[src/utf8nv_pkg.sv]
package utf8nv_pkg;

  localparam int unsigned ByteW  = 8;
  localparam int unsigned CountW = 6;
  localparam int unsigned PendW  = 2;

  localparam logic [CountW-1:0] MaxRunesReset = 6'd12;
  localparam logic [CountW-1:0] CountSat      = 6'd63;
  localparam logic [CountW-1:0] MinRunes      = 6'd2;

  // lead and continuation byte masks and patterns
  localparam logic [ByteW-1:0] ContMask  = 8'hc0;
  localparam logic [ByteW-1:0] ContPat   = 8'h80;
  localparam logic [ByteW-1:0] Lead2Mask = 8'he0;
  localparam logic [ByteW-1:0] Lead2Pat  = 8'hc0;
  localparam logic [ByteW-1:0] Lead3Mask = 8'hf0;
  localparam logic [ByteW-1:0] Lead3Pat  = 8'he0;
  localparam logic [ByteW-1:0] Lead4Mask = 8'hf8;
  localparam logic [ByteW-1:0] Lead4Pat  = 8'hf0;
  localparam logic [ByteW-1:0] C1Lead    = 8'hc2;

  localparam logic [PendW-1:0] PendNone = 2'd0;
  localparam logic [PendW-1:0] PendOne  = 2'd1;
  localparam logic [PendW-1:0] PendTwo  = 2'd2;
  localparam logic [PendW-1:0] PendThree = 2'd3;

  typedef struct packed {
    logic [PendW-1:0]  pend;
    logic [CountW-1:0] count;
    logic              fault;
  } name_state_t;

  typedef struct packed {
    logic [ByteW-1:0] name_byte;
    logic             last_byte;
    logic             empty_name;
  } name_req_t;

  typedef struct packed {
    logic              name_ok;
    logic [CountW-1:0] char_count;
  } verdict_t;

endpackage

[src/utf8nv_name_if.sv]
interface utf8nv_name_if;
  logic                              valid;
  logic                              ready;
  logic [utf8nv_pkg::ByteW-1:0]      name_byte;
  logic                              last_byte;
  logic                              empty_name;

  modport source (output valid, name_byte, last_byte, empty_name, input ready);
  modport sink   (input valid, name_byte, last_byte, empty_name, output ready);
endinterface

[src/utf8nv_verdict_if.sv]
interface utf8nv_verdict_if;
  logic                              valid;
  logic                              ready;
  logic                              name_ok;
  logic [utf8nv_pkg::CountW-1:0]     char_count;

  modport source (output valid, name_ok, char_count, input ready);
  modport sink   (input valid, name_ok, char_count, output ready);
endinterface

[src/utf8nv_cfg_if.sv]
interface utf8nv_cfg_if;
  logic                              valid;
  logic                              ready;
  logic [utf8nv_pkg::CountW-1:0]     max_runes;

  modport source (output valid, max_runes, input ready);
  modport sink   (input valid, max_runes, output ready);
endinterface

[src/utf8_name_letter_validator_top.sv]
// The request carrying the last byte is held in the input register; its verdict then lands in the output register.
// Throughput: one byte per cycle; the input register feeds the decode logic, whose
// verdict lands in the output register, so a byte is taken while a verdict waits.
// The input stalls only while the output register holds a verdict not yet taken.
// Reset (rst_ni low, async): pipeline empty, name state cleared, max_runes back to 12.
module utf8_name_letter_validator_top (
  input  logic             clk_i,
  input  logic             rst_ni,
  utf8nv_cfg_if.sink       cfg,
  utf8nv_name_if.sink      name_in,
  utf8nv_verdict_if.source verdict_out
);

  logic [utf8nv_pkg::CountW-1:0] max_runes_q;

  logic                    s1_valid_q;
  utf8nv_pkg::name_req_t   s1_req_q;
  utf8nv_pkg::name_state_t state_q;

  logic                    out_valid_q;
  utf8nv_pkg::verdict_t    out_q;

  utf8nv_pkg::name_state_t state_d;
  utf8nv_pkg::verdict_t    verdict_d;
  logic                    done;
  logic                    out_free;
  logic                    s1_adv;
  logic                    in_fire;

  assign cfg.ready = 1'b1;

  always_ff @(posedge clk_i or negedge rst_ni) begin
    if (!rst_ni) begin
      max_runes_q <= utf8nv_pkg::MaxRunesReset;
    end else if (cfg.valid) begin
      max_runes_q <= cfg.max_runes;
    end
  end

  utf8nv_decode u_decode (
    .state_i     (state_q),
    .req_i       (s1_req_q),
    .max_runes_i (max_runes_q),
    .state_o     (state_d),
    .done_o      (done),
    .verdict_o   (verdict_d)
  );

  assign out_free      = !out_valid_q || verdict_out.ready;
  // stage 1 moves on unless it has a verdict and the output is still occupied
  assign s1_adv        = s1_valid_q && (!done || out_free);
  assign name_in.ready = !s1_valid_q || s1_adv;
  assign in_fire       = name_in.valid && name_in.ready;

  always_ff @(posedge clk_i or negedge rst_ni) begin
    if (!rst_ni) begin
      s1_valid_q  <= 1'b0;
      state_q     <= '0;
      out_valid_q <= 1'b0;
    end else begin
      if (name_in.ready) begin
        s1_valid_q <= name_in.valid;
      end
      if (s1_adv) begin
        state_q <= state_d;
      end
      if (s1_adv && done) begin
        out_valid_q <= 1'b1;
      end else if (verdict_out.ready) begin
        out_valid_q <= 1'b0;
      end
    end
  end

  always_ff @(posedge clk_i) begin
    if (in_fire) begin
      s1_req_q.name_byte  <= name_in.name_byte;
      s1_req_q.last_byte  <= name_in.last_byte;
      s1_req_q.empty_name <= name_in.empty_name;
    end
    if (s1_adv && done) begin
      out_q <= verdict_d;
    end
  end

  assign verdict_out.valid      = out_valid_q;
  assign verdict_out.name_ok    = out_q.name_ok;
  assign verdict_out.char_count = out_q.char_count;

  a_state_clears: assert property (@(posedge clk_i) disable iff (!rst_ni)
    s1_adv && done |=> state_q == '0)
    else $error("name state not cleared after verdict");

  a_pass_count: assert property (@(posedge clk_i) disable iff (!rst_ni)
    out_valid_q && out_q.name_ok |->
      out_q.char_count == '0 || out_q.char_count >= utf8nv_pkg::MinRunes)
    else $error("pass verdict with count below minimum");

  a_stall_cause: assert property (@(posedge clk_i) disable iff (!rst_ni)
    !name_in.ready |-> out_valid_q && !verdict_out.ready && s1_valid_q)
    else $error("input stalled without a blocked verdict");

  a_no_drop: assert property (@(posedge clk_i) disable iff (!rst_ni)
    out_valid_q && !verdict_out.ready |=> out_valid_q)
    else $error("pending verdict dropped");

endmodule

[src/utf8nv_decode.sv]
module utf8nv_decode (
  input  utf8nv_pkg::name_state_t             state_i,
  input  utf8nv_pkg::name_req_t               req_i,
  input  logic [utf8nv_pkg::CountW-1:0]       max_runes_i,
  output utf8nv_pkg::name_state_t             state_o,
  output logic                                done_o,
  output utf8nv_pkg::verdict_t                verdict_o
);

  utf8nv_pkg::name_state_t nxt;
  logic [utf8nv_pkg::ByteW-1:0] b;
  logic counted;
  logic fault_end;

  assign b = req_i.name_byte;

  always_comb begin
    nxt     = state_i;
    counted = 1'b0;
    if (state_i.pend != utf8nv_pkg::PendNone) begin
      if ((b & utf8nv_pkg::ContMask) == utf8nv_pkg::ContPat) begin
        nxt.pend = state_i.pend - utf8nv_pkg::PendOne;
      end else begin
        nxt.fault = 1'b1;
        nxt.pend  = utf8nv_pkg::PendNone;
      end
    end else if (!b[utf8nv_pkg::ByteW-1]) begin
      if (!(b inside {[8'h61:8'h7a], [8'h41:8'h5a]})) begin
        nxt.fault = 1'b1;
      end
      counted = 1'b1;
    end else if ((b & utf8nv_pkg::Lead2Mask) == utf8nv_pkg::Lead2Pat) begin
      nxt.pend = utf8nv_pkg::PendOne;
      if (b == utf8nv_pkg::C1Lead) begin
        nxt.fault = 1'b1;
      end
      counted = 1'b1;
    end else if ((b & utf8nv_pkg::Lead3Mask) == utf8nv_pkg::Lead3Pat) begin
      nxt.pend = utf8nv_pkg::PendTwo;
      counted  = 1'b1;
    end else if ((b & utf8nv_pkg::Lead4Mask) == utf8nv_pkg::Lead4Pat) begin
      nxt.pend = utf8nv_pkg::PendThree;
      counted  = 1'b1;
    end else begin
      // stray continuation, 5+ byte lead or 0xfe/0xff byte
      nxt.fault = 1'b1;
    end
    if (counted && (state_i.count != utf8nv_pkg::CountSat)) begin
      nxt.count = state_i.count + 1'b1;
    end
  end

  // a sequence cut off by the end of the name fails
  assign fault_end = nxt.fault || (nxt.pend != utf8nv_pkg::PendNone);

  always_comb begin
    done_o    = req_i.empty_name || req_i.last_byte;
    state_o   = nxt;
    verdict_o.name_ok    = !fault_end && (nxt.count >= utf8nv_pkg::MinRunes)
                           && (nxt.count <= max_runes_i);
    verdict_o.char_count = nxt.count;
    if (req_i.empty_name) begin
      verdict_o.name_ok    = 1'b1;
      verdict_o.char_count = '0;
    end
    if (done_o) begin
      state_o = '0;
    end
  end

endmodule
[src/flat_wrapper.sv]
// flat-port wrapper written by rule: the top's interface ports become plain ports
module utf8_name_letter_validator_top_flat 
  (clk_i, rst_ni, cfg_valid, cfg_max_runes, cfg_ready, name_in_valid, name_in_name_byte, name_in_last_byte, name_in_empty_name, name_in_ready, verdict_out_valid, verdict_out_name_ok, verdict_out_char_count, verdict_out_ready);
  utf8nv_cfg_if cfg_i ();
  utf8nv_name_if name_in_i ();
  utf8nv_verdict_if verdict_out_i ();
  input  logic clk_i;
  input  logic rst_ni;
  input wire logic [$bits(cfg_i.valid)-1:0] cfg_valid;
  input wire logic [$bits(cfg_i.max_runes)-1:0] cfg_max_runes;
  output wire logic [$bits(cfg_i.ready)-1:0] cfg_ready;
  input wire logic [$bits(name_in_i.valid)-1:0] name_in_valid;
  input wire logic [$bits(name_in_i.name_byte)-1:0] name_in_name_byte;
  input wire logic [$bits(name_in_i.last_byte)-1:0] name_in_last_byte;
  input wire logic [$bits(name_in_i.empty_name)-1:0] name_in_empty_name;
  output wire logic [$bits(name_in_i.ready)-1:0] name_in_ready;
  output wire logic [$bits(verdict_out_i.valid)-1:0] verdict_out_valid;
  output wire logic [$bits(verdict_out_i.name_ok)-1:0] verdict_out_name_ok;
  output wire logic [$bits(verdict_out_i.char_count)-1:0] verdict_out_char_count;
  input wire logic [$bits(verdict_out_i.ready)-1:0] verdict_out_ready;
  assign cfg_i.valid = cfg_valid;
  assign cfg_i.max_runes = cfg_max_runes;
  assign cfg_ready = cfg_i.ready;
  assign name_in_i.valid = name_in_valid;
  assign name_in_i.name_byte = name_in_name_byte;
  assign name_in_i.last_byte = name_in_last_byte;
  assign name_in_i.empty_name = name_in_empty_name;
  assign name_in_ready = name_in_i.ready;
  assign verdict_out_valid = verdict_out_i.valid;
  assign verdict_out_name_ok = verdict_out_i.name_ok;
  assign verdict_out_char_count = verdict_out_i.char_count;
  assign verdict_out_i.ready = verdict_out_ready;
  utf8_name_letter_validator_top u_core (.clk_i(clk_i), .rst_ni(rst_ni), .cfg(cfg_i), .name_in(name_in_i), .verdict_out(verdict_out_i));
endmodule
[config.mk]
export PLATFORM = sky130hd
export DESIGN_NAME = utf8_name_letter_validator_top_flat
export DESIGN_NICKNAME = d
export VERILOG_FILES = /design/src/utf8nv_pkg.sv /design/src/utf8nv_name_if.sv /design/src/utf8nv_verdict_if.sv /design/src/utf8nv_cfg_if.sv /design/src/utf8_name_letter_validator_top.sv /design/src/utf8nv_decode.sv /design/src/flat_wrapper.sv
export SDC_FILE = /design/constraint.sdc
export NUM_CORES = 1
export LEC_CHECK = 0
export BUFFER_PORTS_ARGS = -buffer_cell sky130_fd_sc_hd__buf_4
export CORE_MARGIN = 10
export CORE_UTILIZATION = 45
export CTS_BUF_LIST = sky130_fd_sc_hd__clkbuf_4 sky130_fd_sc_hd__clkbuf_8
export CTS_CLUSTER_DIAMETER = 200
export CTS_CLUSTER_SIZE = 20
export DETAILED_ROUTE_END_ITERATION = 8
export GPL_ROUTABILITY_DRIVEN = 0
export MAX_ROUTING_LAYER = met4
export PLACE_DENSITY = 0.69
export SLEW_MARGIN = 20
export SYNTH_ARGS = -nofsm -noshare
export SYNTH_HDL_FRONTEND = slang
export SYNTH_SLANG_ARGS = --single-unit
[constraint.sdc]
create_clock -name clk_i -period 2.7 [get_ports clk_i]
set_clock_uncertainty 0.1 [all_clocks]
set_input_delay 0.27 -clock clk_i [delete_from_list [all_inputs] [get_ports clk_i]]
set_output_delay 0.27 -clock clk_i [all_outputs]
set_load 0.01 [all_outputs]
After elaboration in Yosys (flattened, before gate mapping)
Index checks and enable logic that the tools add are counted.
Operators by class
  equality and inequality tests: 6
  muxes and demuxes: 23
  add/subtract/negate cells: 2
  reductions and logical operators: 21
  order comparisons: 6
Operators with widths (number)
  >= comparator 8 x 7 -> 1 bit (second input constant): 2
  <= comparator 8 x 7 -> 1 bit (second input constant): 2
  2-to-1 mux 1 bit: 15
  2-to-1 mux 2 bit: 6
  2-to-1 mux 9 bit: 1
  == test 8 bit (second input constant): 1
  logical AND 1 bit: 8
  nonzero test 2 bit: 4
  adder 6 x 1 -> 6 bit (second input constant): 1
  >= comparator 6 x 2 -> 1 bit (second input constant): 1
  <= comparator 6 bit: 1
  2-to-1 mux 6 bit: 1
  != test 6 bit (second input constant): 1
  == test 5 bit (second input constant): 1
  logical OR 1 bit: 5
  == test 4 bit (second input constant): 1
  zero test 1 bit: 4
  == test 3 bit (second input constant): 1
  == test 2 bit (second input constant): 1
  subtractor 2 x 1 -> 2 bit (second input constant): 1
Word-level totals
  logic and storage cells: 69
  output and inout port bits: 10
  bits in registers: 34
  input bits: 21

Longest topological paths before layout
Gate-level depths: netlist (run 1).
  word-level depth: 11
  gate-level depth with buffers: 14
  gate-level depth less buffers: 13

Cells and area by module
A second synthesis (run 1) with hierarchy kept.
Unflattened totals
  cells, all modules: 217
  area total of the unflattened synthesis: 2269.7 um^2
Modules (own cells, without submodules)
  utf8_name_letter_validator_top: area an instance 1396.3 um^2, cells an instance 94, instances 1, seq. area each 938.4 um^2
  utf8nv_decode: area an instance 873.3 um^2, cells an instance 123, instances 1, seq. area each 0.0 um^2

Least setup slack after synthesis (run 1)
No wires, ideal clock.
  path type: reg2reg
  start: register u_core.state_q[7] in the netlist's numbering
  end: register u_core.out_q (netlist bit u_core.verdict_out.name_ok), data pin
  setup time: 154 ps
  path buffers: 1
  clock period less this slack: 2540 ps
  path slack: 160 ps
  required time: 2446 ps
  arrival time: 2286 ps
  cell stages (with the launch flop): 15
  cells stage by stage: dfrtp_1 > inv_1 > ha_1 > buf_6 > nand3_2 > a31oi_4 > mux2i_1 > inv_2 > ha_1 > nor2b_1 > o21ai_0 > nand3b_1 > o211ai_1 > a31oi_1 > a41oi_2
RTL lines
  start: declaration: RTL line utf8_name_letter_validator_top.sv:18  | utf8nv_pkg::name_state_t state_q;
  start signal: assignment: RTL line utf8_name_letter_validator_top.sv:65  | state_q <= state_d;
  end signal: assignment: RTL line utf8_name_letter_validator_top.sv:82  | out_q <= verdict_d;
  end: declaration: RTL line utf8_name_letter_validator_top.sv:21  | utf8nv_pkg::verdict_t out_q;

==> results.cfg, run 1 <==
[detailed_routing]
dr.pass1.iters = 5
wire_per_inst_um = 15.4
drc = 0
vias_per_cell = 5.33
wl_um = 4050
postRouteAntennaNets = 0
drt_iter0_drc = 112
dr_total_vias = 1402

[grt]
grt_use_total_pct = 12.1
antenna_found_initial = 0
grt-ovfl-total = 0
grt_max_degree = 18
grt_first_pass_wirelength_um = 6100
grt_pass1_vias = 1316

[layout]
antenna-diode-count = 0
design_area_um2 = 2300
final_util_pct = 62.3
fin_cells = 263
synthToLayoutAreaGrowth_pct = 32.7
fillCellCount = 284
nets = 243
final_common_cell = buf_4
final_cell_mix = 49 x buf_4, 18 x nand2_1, 17 x o21ai_0, 17 x edfxtp_1, 15 x nor2_1
layout-drive-gt1-share_pct = 37.7

[die]
io-pin-count = 31
die_x_um = 82.0
die_area_um2 = 6730
rows = 22
start_util_pct = 46.9
core-area_um2 = 3690
die_h_um = 82.0

[power]
p_leak_nw = 1.01
p_comb_share_pct = 24.1
p_clk_share_pct = 27.5
switching_share_pct = 27.7
power_frac_seq_pct = 48.4
irDropWorstVdd_v = 0.000398
fin_total_pwr_mw = 1.29
p_sw_uw = 356
internal_power_uw = 930
powerDensity_nw_per_um2 = 560

[logic_synthesis]
syn_area_um2 = 1730
synthArstFlopShare_pct = 50.0
synth_seq_area_share_pct = 54.2
synthFlopType = edfxtp_1
avgSynthCellArea_um2 = 10.7
synth.net_count = 191
syn_inst = 162
netlist-cell-type-count = 43
synth-seq-cells = 34
synth_edf_count = 17
yosysWarnings = 0

[critical_path]
setup.worst_path.end_class = flip-flop
path_cells = inv_2 > ha_4 > nand3_2 > a31oi_4 > mux2i_2 > inv_2 > ha_4 > nor2b_2 > o21ai_2 > nand3b_1 > o211ai_1 > a31oi_1 > a41oi_2
path_max_fanout = 4
crit_arrival_ps = 2520
ff2ff_setup_slack_ps = 100
rr_worst_depth = 13
crit_slowest_cell = dfrtp_1
slowest_delay_ps = 420
crit_start = u_core.state_q[8]
crit_end = u_core.verdict_out.name_ok
cp-start-kind = flip-flop
crit_type = reg -> reg
r2r-end = u_core.verdict_out.name_ok
r2r_start = u_core.state_q[8]
crit_required_ps = 2620

[timing]
min_period_over_period_pct = 96.4
hold_viol = 0
max-slew-margin-rel_pct = 60.8
setup_viol = 0
drv_slew = 0
fmax_mhz = 384
setup_tns_ps = 0
setup_ws_ps = 96.2
fin_crit_ps = 2600
max_slew.worst_pin.slew_ps = 586
whs_ps = 57.3

[clock_tree]
cts_htree_levels = 2
cts.path.max_buffers = 2
clock_latency_ps = 280
cts_tree = done
cts_buffers = 5
cts-root-buf = clkbuf_8
path_clk_slew_ps = 70
clock_sinks = 34

[flow_run]
drv_cap = 0

[place]
hpwlAfterDp_um = 2900
place_ws_ps = 50.7
dp_cells = 243
placed_area_um2 = 2040
port_buffers = 29

[status]
status = finished, final reports clean

[min_path]
hp-class = in -> reg
-- layout make-up --
class	instances	area (um^2)	area share, %
inverter	13	48.8	2.12
sequential	34	940	40.9
multi-input combinational	109	774	33.7
timing repair buffer	51	389	16.9
tap	48	60.1	2.61
clock inverter	3	16.3	0.708
clock buffer	5	68.8	3.00
-- critical path, delay by kind of cell (launching register included) --
family / cells / cell delay [ps]
AND/OR/NAND/NOR: 3 / 300
buffers and inverters: 2 / 170
flip-flops: 1 / 420
multiplexers: 1 / 280
adder cells (fa/ha/maj): 2 / 420
AO/OA/AOI/OAI: 5 / 640
-- timing repair --
item,CTS,global route
hold endpoints to repair,17,0
hold buffers,1,0
gates resized for setup,0,17
setup buffers,0,11
endpoints found under the setup margin,0,1
-- routing by layer --
metal  vias up  global-route usage, %  share of wire, %
met5         -                      -                 0
met4         0                   4.08               1.0
met3         5                   4.69               6.2
met2        46                   18.4                51
met1       674                   14.4                42
li1        677                      -                 -
-- power groups by stage --
stage	Clock, mW	Sequential, mW	Combinational (mW)
6_report	0.353	0.623	0.310
5_1_grt	0.390	0.627	0.341
2_1_floorplan	0	0.631	0.138
3_3_place_gp	0	0.629	0.231
4_1_cts	0.365	0.621	0.242
3_5_place_dp	0	0.631	0.238
-- cell usage after synthesis, drive strengths merged (2+ instances only) --
cell type	count	area share, %
a21oi	4	1.2
a31oi	6	3.0
a32o	2	1.2
a41oi	2	1.4
and2	2	0.87
and3	3	1.1
buf	4	2.2
clkbuf	2	0.43
dfrtp	15	22
dfstp	2	3.0
edfxtp	17	29
ha	8	5.8
inv	13	2.8
mux2	2	1.3
mux2i	2	1.2
nand2	18	3.9
nand2b	5	2.0
nand3	3	1.2
nand3b	2	0.87
nand4	4	1.8
nor2	15	3.3
o21ai	19	5.5
-- registers in the layout, indices dropped and copies added (netlist names) --
register,flops
u_core.verdict_out.char_count,6
u_core.s1_req_q,10
u_core.s1_valid_q,1
u_core.verdict_out.name_ok,1
u_core.verdict_out.valid,1
u_core.state_q,9
u_core.max_runes_q,6
-- cell families after synthesis --
kind of cell | count (synthesis) | share of synthesized area (%)
flops | 34 | 54.2
xor+xnor | 2 | 1.01
compound gates | 37 | 14.0
other cells | 1 | 0.217
buf+inv | 19 | 5.42
mux | 4 | 2.46
simple gates | 57 | 16.9
fa+ha+maj | 8 | 5.78
-- worst min-delay path by stage --
| stage | start | end | slack, ps | depth (start not counted) |
|---|---|---|---|---|
| after floorplan | rst_ni | u_core.max_runes_q[0] | -130 | 0 |
| after global placement | rst_ni | u_core.state_q[5] | 50 | 1 |
| after detailed placement | rst_ni | u_core.state_q[5] | 60 | 1 |
| after CTS | name_in_name_byte[0] | u_core.s1_req_q[2] | 50 | 1 |
| after global routing | name_in_name_byte[2] | u_core.s1_req_q[4] | 40 | 1 |
| final | name_in_name_byte[2] | u_core.s1_req_q[4] | 60 | 1 |
(Power assumes the default switching activity.)
==> run 2, diff against run 1 <==
--- a/config.mk
+++ b/config.mk
@@ -7,15 +7,14 @@
 export LEC_CHECK = 0
 export BUFFER_PORTS_ARGS = -buffer_cell sky130_fd_sc_hd__buf_4
 export CORE_MARGIN = 10
-export CORE_UTILIZATION = 45
+export CORE_UTILIZATION = 52
 export CTS_BUF_LIST = sky130_fd_sc_hd__clkbuf_4 sky130_fd_sc_hd__clkbuf_8
 export CTS_CLUSTER_DIAMETER = 200
 export CTS_CLUSTER_SIZE = 20
 export DETAILED_ROUTE_END_ITERATION = 8
 export GPL_ROUTABILITY_DRIVEN = 0
 export MAX_ROUTING_LAYER = met4
-export PLACE_DENSITY = 0.69
-export SLEW_MARGIN = 20
+export PLACE_DENSITY = 0.78
 export SYNTH_ARGS = -nofsm -noshare
 export SYNTH_HDL_FRONTEND = slang
 export SYNTH_SLANG_ARGS = --single-unit
==> run 2 against run 1 <==
Compared with the run above:
- the flow now finishes with violations (negative setup slack)
- sequential cell count stayed put
- combinational power is 2% lower
- hold slack worse by 43 ps
- largest power group unchanged
- maximum frequency is 5.5% lower
- wire length is 10% higher
- setup slack worse by 150 ps
- register-to-register slack worse by 150 ps
- cell area is 1.5% higher
- global-route usage is 1.8 points higher
==> results.cfg, run 2 (synthesis gave the netlist of run 1 again) <==
[status]
status = complete, but fails checks
violations = negative setup slack

[layout]
regMostFlops = u_core.s1_req_q
largest_register_ff_count = 10
nets = 250
synthToLayoutAreaGrowth_pct = 34.7
layout-drive-gt1-share_pct = 35.1
final_cell_mix = 49 x buf_4, 18 x nand2_1, 17 x o21ai_0, 17 x edfxtp_1, 14 x nor2_1
antenna-diode-count = 0
fillCellCount = 213
final_common_cell = buf_4
reg.largest.list = u_core.s1_req_q: 10 flops, u_core.state_q: 9 flops
fin_cells = 266

[die]
core-area_um2 = 3130
start_util_pct = 55.4
io-pin-count = 31
rows = 20
die_x_um = 77.7
die_area_um2 = 6040
die_h_um = 77.7

[detailed_routing]
dr.pass1.iters = 6
drt_iter0_drc = 166
postRouteAntennaNets = 0
wl_um = 4470
wire_per_inst_um = 16.8
drc = 0
dr_total_vias = 1466
vias_per_cell = 5.51

[clock_tree]
cts_tree = done
cts-root-buf = clkbuf_4
clock_latency_ps = 330
path_clk_slew_ps = 100
cts.path.max_buffers = 2
clock_sinks = 34
cts_buffers = 5
cts_htree_levels = 2

[grt]
grt_max_degree = 18
grt.met1_usage_pct = 15.7
antenna_found_initial = 0
grt-ovfl-total = 0
grt.busiest_layer = met2
grt_first_pass_wirelength_um = 6680
grt_use_total_pct = 13.9
grt_pass1_vias = 1444
use_met3_pct = 4.84
met2_usage_pct = 22.9

[timing]
min_period_over_period_pct = 102
setup_viol = 1
setup_tns_ps = -56.5
drv_slew = 0
setup_ws_ps = -56.5
fin_crit_ps = 2760
hold_viol = 0
max-slew-margin-rel_pct = 58.3
whs_ps = 14.1
max_slew.worst_pin.slew_ps = 623
fmax_mhz = 363

[power]
p_leak_nw = 1.02
irDropWorstVdd_v = 0.000415
fin_total_pwr_mw = 1.21
powerDensity_nw_per_um2 = 519
p_clk_share_pct = 23.2
p_comb_share_pct = 25.2
p_sw_uw = 341
internal_power_uw = 870
switching_share_pct = 28.2
power_frac_seq_pct = 51.6

[critical_path]
setup.worst_path.end_class = flip-flop
path_cells = inv_2 > ha_4 > nand4_1 > nor2_2 > mux2i_1 > inv_1 > ha_4 > and3_4 > o21ai_1 > nand3b_1 > o211ai_1 > a31oi_1 > a41oi_2
critPathBufInv = 2
crit_slowest_cell = dfrtp_1
path_max_fanout = 4
cp-start-kind = flip-flop
crit_arrival_ps = 2740
crit_top_cell = ha_4
crit_required_ps = 2680
crit_family = simple AND/OR/NAND/NOR gates
crit_type = reg -> reg
slowest_delay_ps = 420

[place]
port_buffers = 29
hpwlAfterDp_um = 2980
dp_cells = 237
place_ws_ps = -1.81

[min_path]
hp-class = in -> reg

[flow_run]
drv_cap = 0
run 2: changes by cell type in the layout (fill, tap and decap cells not counted), sizes merged:
cell         previous run  this run
clkinv                  2         1
clkbuf                  5         7
dlygate4sd3             1         9
clkinvlp                1         0
buf                    50        49
run 2: metrics by stage:
step           utilization, %  area, um^2
2_1_floorplan               -        1730
6_report                 74.6        2330
5_1_grt                  74.6        2330
3_5_place_dp             64.6        2020
4_1_cts                  67.3        2100
3_3_place_gp             64.6        2020
run 2: worst paths after layout:
check                                            from                    endpoint  slack (ps)  cells after the start
min in group asynchronous                      rst_ni           u_core.state_q[5]         230                      2
worst max register to register      u_core.state_q[7]  u_core.verdict_out.name_ok         -60                     13
max in group asynchronous                      rst_ni       u_core.max_runes_q[2]        2010                      2
worst max-delay path                u_core.state_q[7]  u_core.verdict_out.name_ok         -60                     13
worst min register to register  u_core.max_runes_q[3]       u_core.max_runes_q[3]         430                      2
worst min-delay path                name_in_last_byte          u_core.s1_req_q[1]          10                      1
run 2: cell type report:
type / instances / area, um^2 / share of cell area, %
clock buffer: 7 / 52.6 / 2.25
multi-input combinational: 109 / 773 / 33.2
inverter: 13 / 48.8 / 2.09
tap: 44 / 55.1 / 2.36
clock inverter: 1 / 3.75 / 0.161
timing repair buffer: 58 / 458 / 19.6
sequential: 34 / 941 / 40.3
run 2: per-layer routing:
metal	wire (um)	share of wire (%)
met4	74	1.7
met3	345	7.7
met1	1700	38
met5	0	0
met2	2350	53
run 2: what timing repair did:
action | 4_1_cts | 5_1_grt
pin swaps | 1 | 8
hold endpoints to repair | 17 | 8
resized for setup | 1 | 15
setup endpoints to repair | 1 | 1
setup buffers | 2 | 10
hold buffers | 1 | 8
run 2: power by group through the flow:
stage,sequential (mW),combinational [mW],clock [mW]
after global placement,0.630,0.222,0
after CTS,0.622,0.242,0.280
after floorplan,0.631,0.138,0
final,0.624,0.304,0.281
after detailed placement,0.632,0.230,0
after global routing,0.629,0.333,0.319
==> run 3, diff against run 2 <==
--- a/config.mk
+++ b/config.mk
@@ -15,6 +15,7 @@
 export GPL_ROUTABILITY_DRIVEN = 0
 export MAX_ROUTING_LAYER = met4
 export PLACE_DENSITY = 0.78
+export RECOVER_POWER = 100
 export SYNTH_ARGS = -nofsm -noshare
 export SYNTH_HDL_FRONTEND = slang
 export SYNTH_SLANG_ARGS = --single-unit
==> run 3 against run 2 <==
Compared with the run above:
- the flow still finishes with violations (negative setup slack)
- core utilization is 1.1 points lower
- highest routed layer unchanged
- power shrank 0.97%
- first-iteration DRC count down 4.8%
==> results.cfg, run 3 (synthesis gave the netlist of run 1 again) <==
[critical_path]
slowest_delay_ps = 430
setup.worst_path.end_class = flip-flop
crit_family = simple AND/OR/NAND/NOR gates
critPathBufInv = 2
crit_required_ps = 2680
cp-start-kind = flip-flop
crit_arrival_ps = 2740
crit_top_cell = ha_4
path_max_fanout = 4
path_cells = inv_2 > ha_4 > nand4_1 > nor2_2 > mux2i_1 > inv_1 > ha_4 > and3_4 > o21ai_1 > nand3b_1 > o211ai_1 > a31oi_1 > a41oi_2
crit_type = reg -> reg
crit_slowest_cell = dfrtp_1

[timing]
max_slew.worst_pin.slew_ps = 982
drv_slew = 0
whs_ps = 38.5
hold_viol = 0
max-slew-margin-rel_pct = 34.5
setup_viol = 1
fmax_mhz = 362
setup_tns_ps = -65.8
setup_ws_ps = -65.8
min_period_over_period_pct = 102
fin_crit_ps = 2770

[clock_tree]
cts-root-buf = clkbuf_4
path_clk_slew_ps = 100
cts.path.max_buffers = 2
cts_tree = done
cts_buffers = 5
clock_sinks = 34
cts_htree_levels = 2
clock_latency_ps = 330

[min_path]
hp-class = in -> reg

[status]
status = complete, but fails checks
violations = negative setup slack

[die]
die_area_um2 = 6040
core-area_um2 = 3130
io-pin-count = 31
die_x_um = 77.7
die_h_um = 77.7
start_util_pct = 55.4
rows = 20

[grt]
grt_first_pass_wirelength_um = 6680
grt-ovfl-total = 0
grt_max_degree = 18
grt_use_total_pct = 13.9
antenna_found_initial = 0
grt_pass1_vias = 1444

[layout]
reg.largest.list = u_core.s1_req_q: 10 flops, u_core.state_q: 9 flops
regMostFlops = u_core.s1_req_q
fin_cells = 266
synthToLayoutAreaGrowth_pct = 32.7
largest_register_ff_count = 10
layout-drive-gt1-share_pct = 31.1
final_common_cell = buf_4
nets = 250
final_cell_mix = 30 x buf_4, 18 x nand2_1, 17 x o21ai_0, 17 x clkbuf_4, 17 x edfxtp_1
antenna-diode-count = 0

[detailed_routing]
drc = 0
vias_per_cell = 5.55
drt_iter0_drc = 158
wl_um = 4510
postRouteAntennaNets = 0
dr.pass1.iters = 4
dr_total_vias = 1475
wire_per_inst_um = 16.9

[power]
powerDensity_nw_per_um2 = 521
p_leak_nw = 0.989
irDropWorstVdd_v = 0.000414

[place]
port_buffers = 29
hpwlAfterDp_um = 2980
dp_cells = 237

[flow_run]
drv_cap = 0
==> run 3: worst paths after layout <==
check | cells after the start | from | end | slack (ps)
hold reg to reg | 2 | u_core.max_runes_q[3] | u_core.max_runes_q[3] | 430
setup / recovery | 13 | u_core.state_q[8] | u_core.verdict_out.name_ok | -70
min in group asynchronous | 2 | rst_ni | u_core.state_q[3] | 510
setup reg to reg | 13 | u_core.state_q[8] | u_core.verdict_out.name_ok | -70
hold / removal | 1 | name_in_last_byte | u_core.s1_req_q[1] | 40
max in group asynchronous | 2 | rst_ni | u_core.state_q[5] | 1340
==> run 3: worst reg2reg max path: cells and delay by family (launching register included) <==
family,cells,cell delay (ps)
flip-flops,1,430
AND/OR/NAND/NOR,4,620
buffers and inverters,2,200
AO/OA/AOI/OAI,4,440
adder cells (fa/ha/maj),2,430
multiplexers,1,290
==> run 3: per-layer routing <==
layer	wire, um	vias up	GRT usage, %
met5	0	-	-
met4	48	0	3.83
met3	342	10	4.84
met2	2350	80	22.9
met1	1770	693	15.7
li1	-	692	-
==> run 3: final cells by class <==
cell class                 count  area, um^2
multi-input combinational    109         773
inverter                      13        48.8
tap                           44        55.1
clock buffer                   7        52.6
clock inverter                 1        3.75
fill                         225         830
sequential                    34         941
timing repair buffer          58         424
==> run 3: power breakdown <==
part | total, mW | internal [mW] | switching, mW
sequential | 0.624 | 0.594 | 0.0307
combinational | 0.294 | 0.145 | 0.149
clock | 0.280 | 0.120 | 0.160
total | 1.20 | 0.859 | 0.340
==> run 3: repair_timing <==
item | 4_1_cts | 5_1_grt
gates cloned | 0 | 0
endpoints found under the setup margin | 1 | 1
hold buffers | 1 | 8
pin swaps | 1 | 8
hold endpoints to repair | 17 | 8
buffers inserted | 2 | 10
gates resized for setup | 1 | 15
==> run 3: metrics by stage <==
step                      utilization, %  total power [mW]  worst slack [ps]  instance area, um^2
after global routing                73.5              1.27              -113                 2300
after CTS                           67.3              1.14              6.84                 2100
after floorplan                        -             0.769               160                 1730
after global placement              64.6             0.852               107                 2020
after detailed placement            64.6             0.863             -1.81                 2020
final                               73.5              1.20             -65.8                 2300
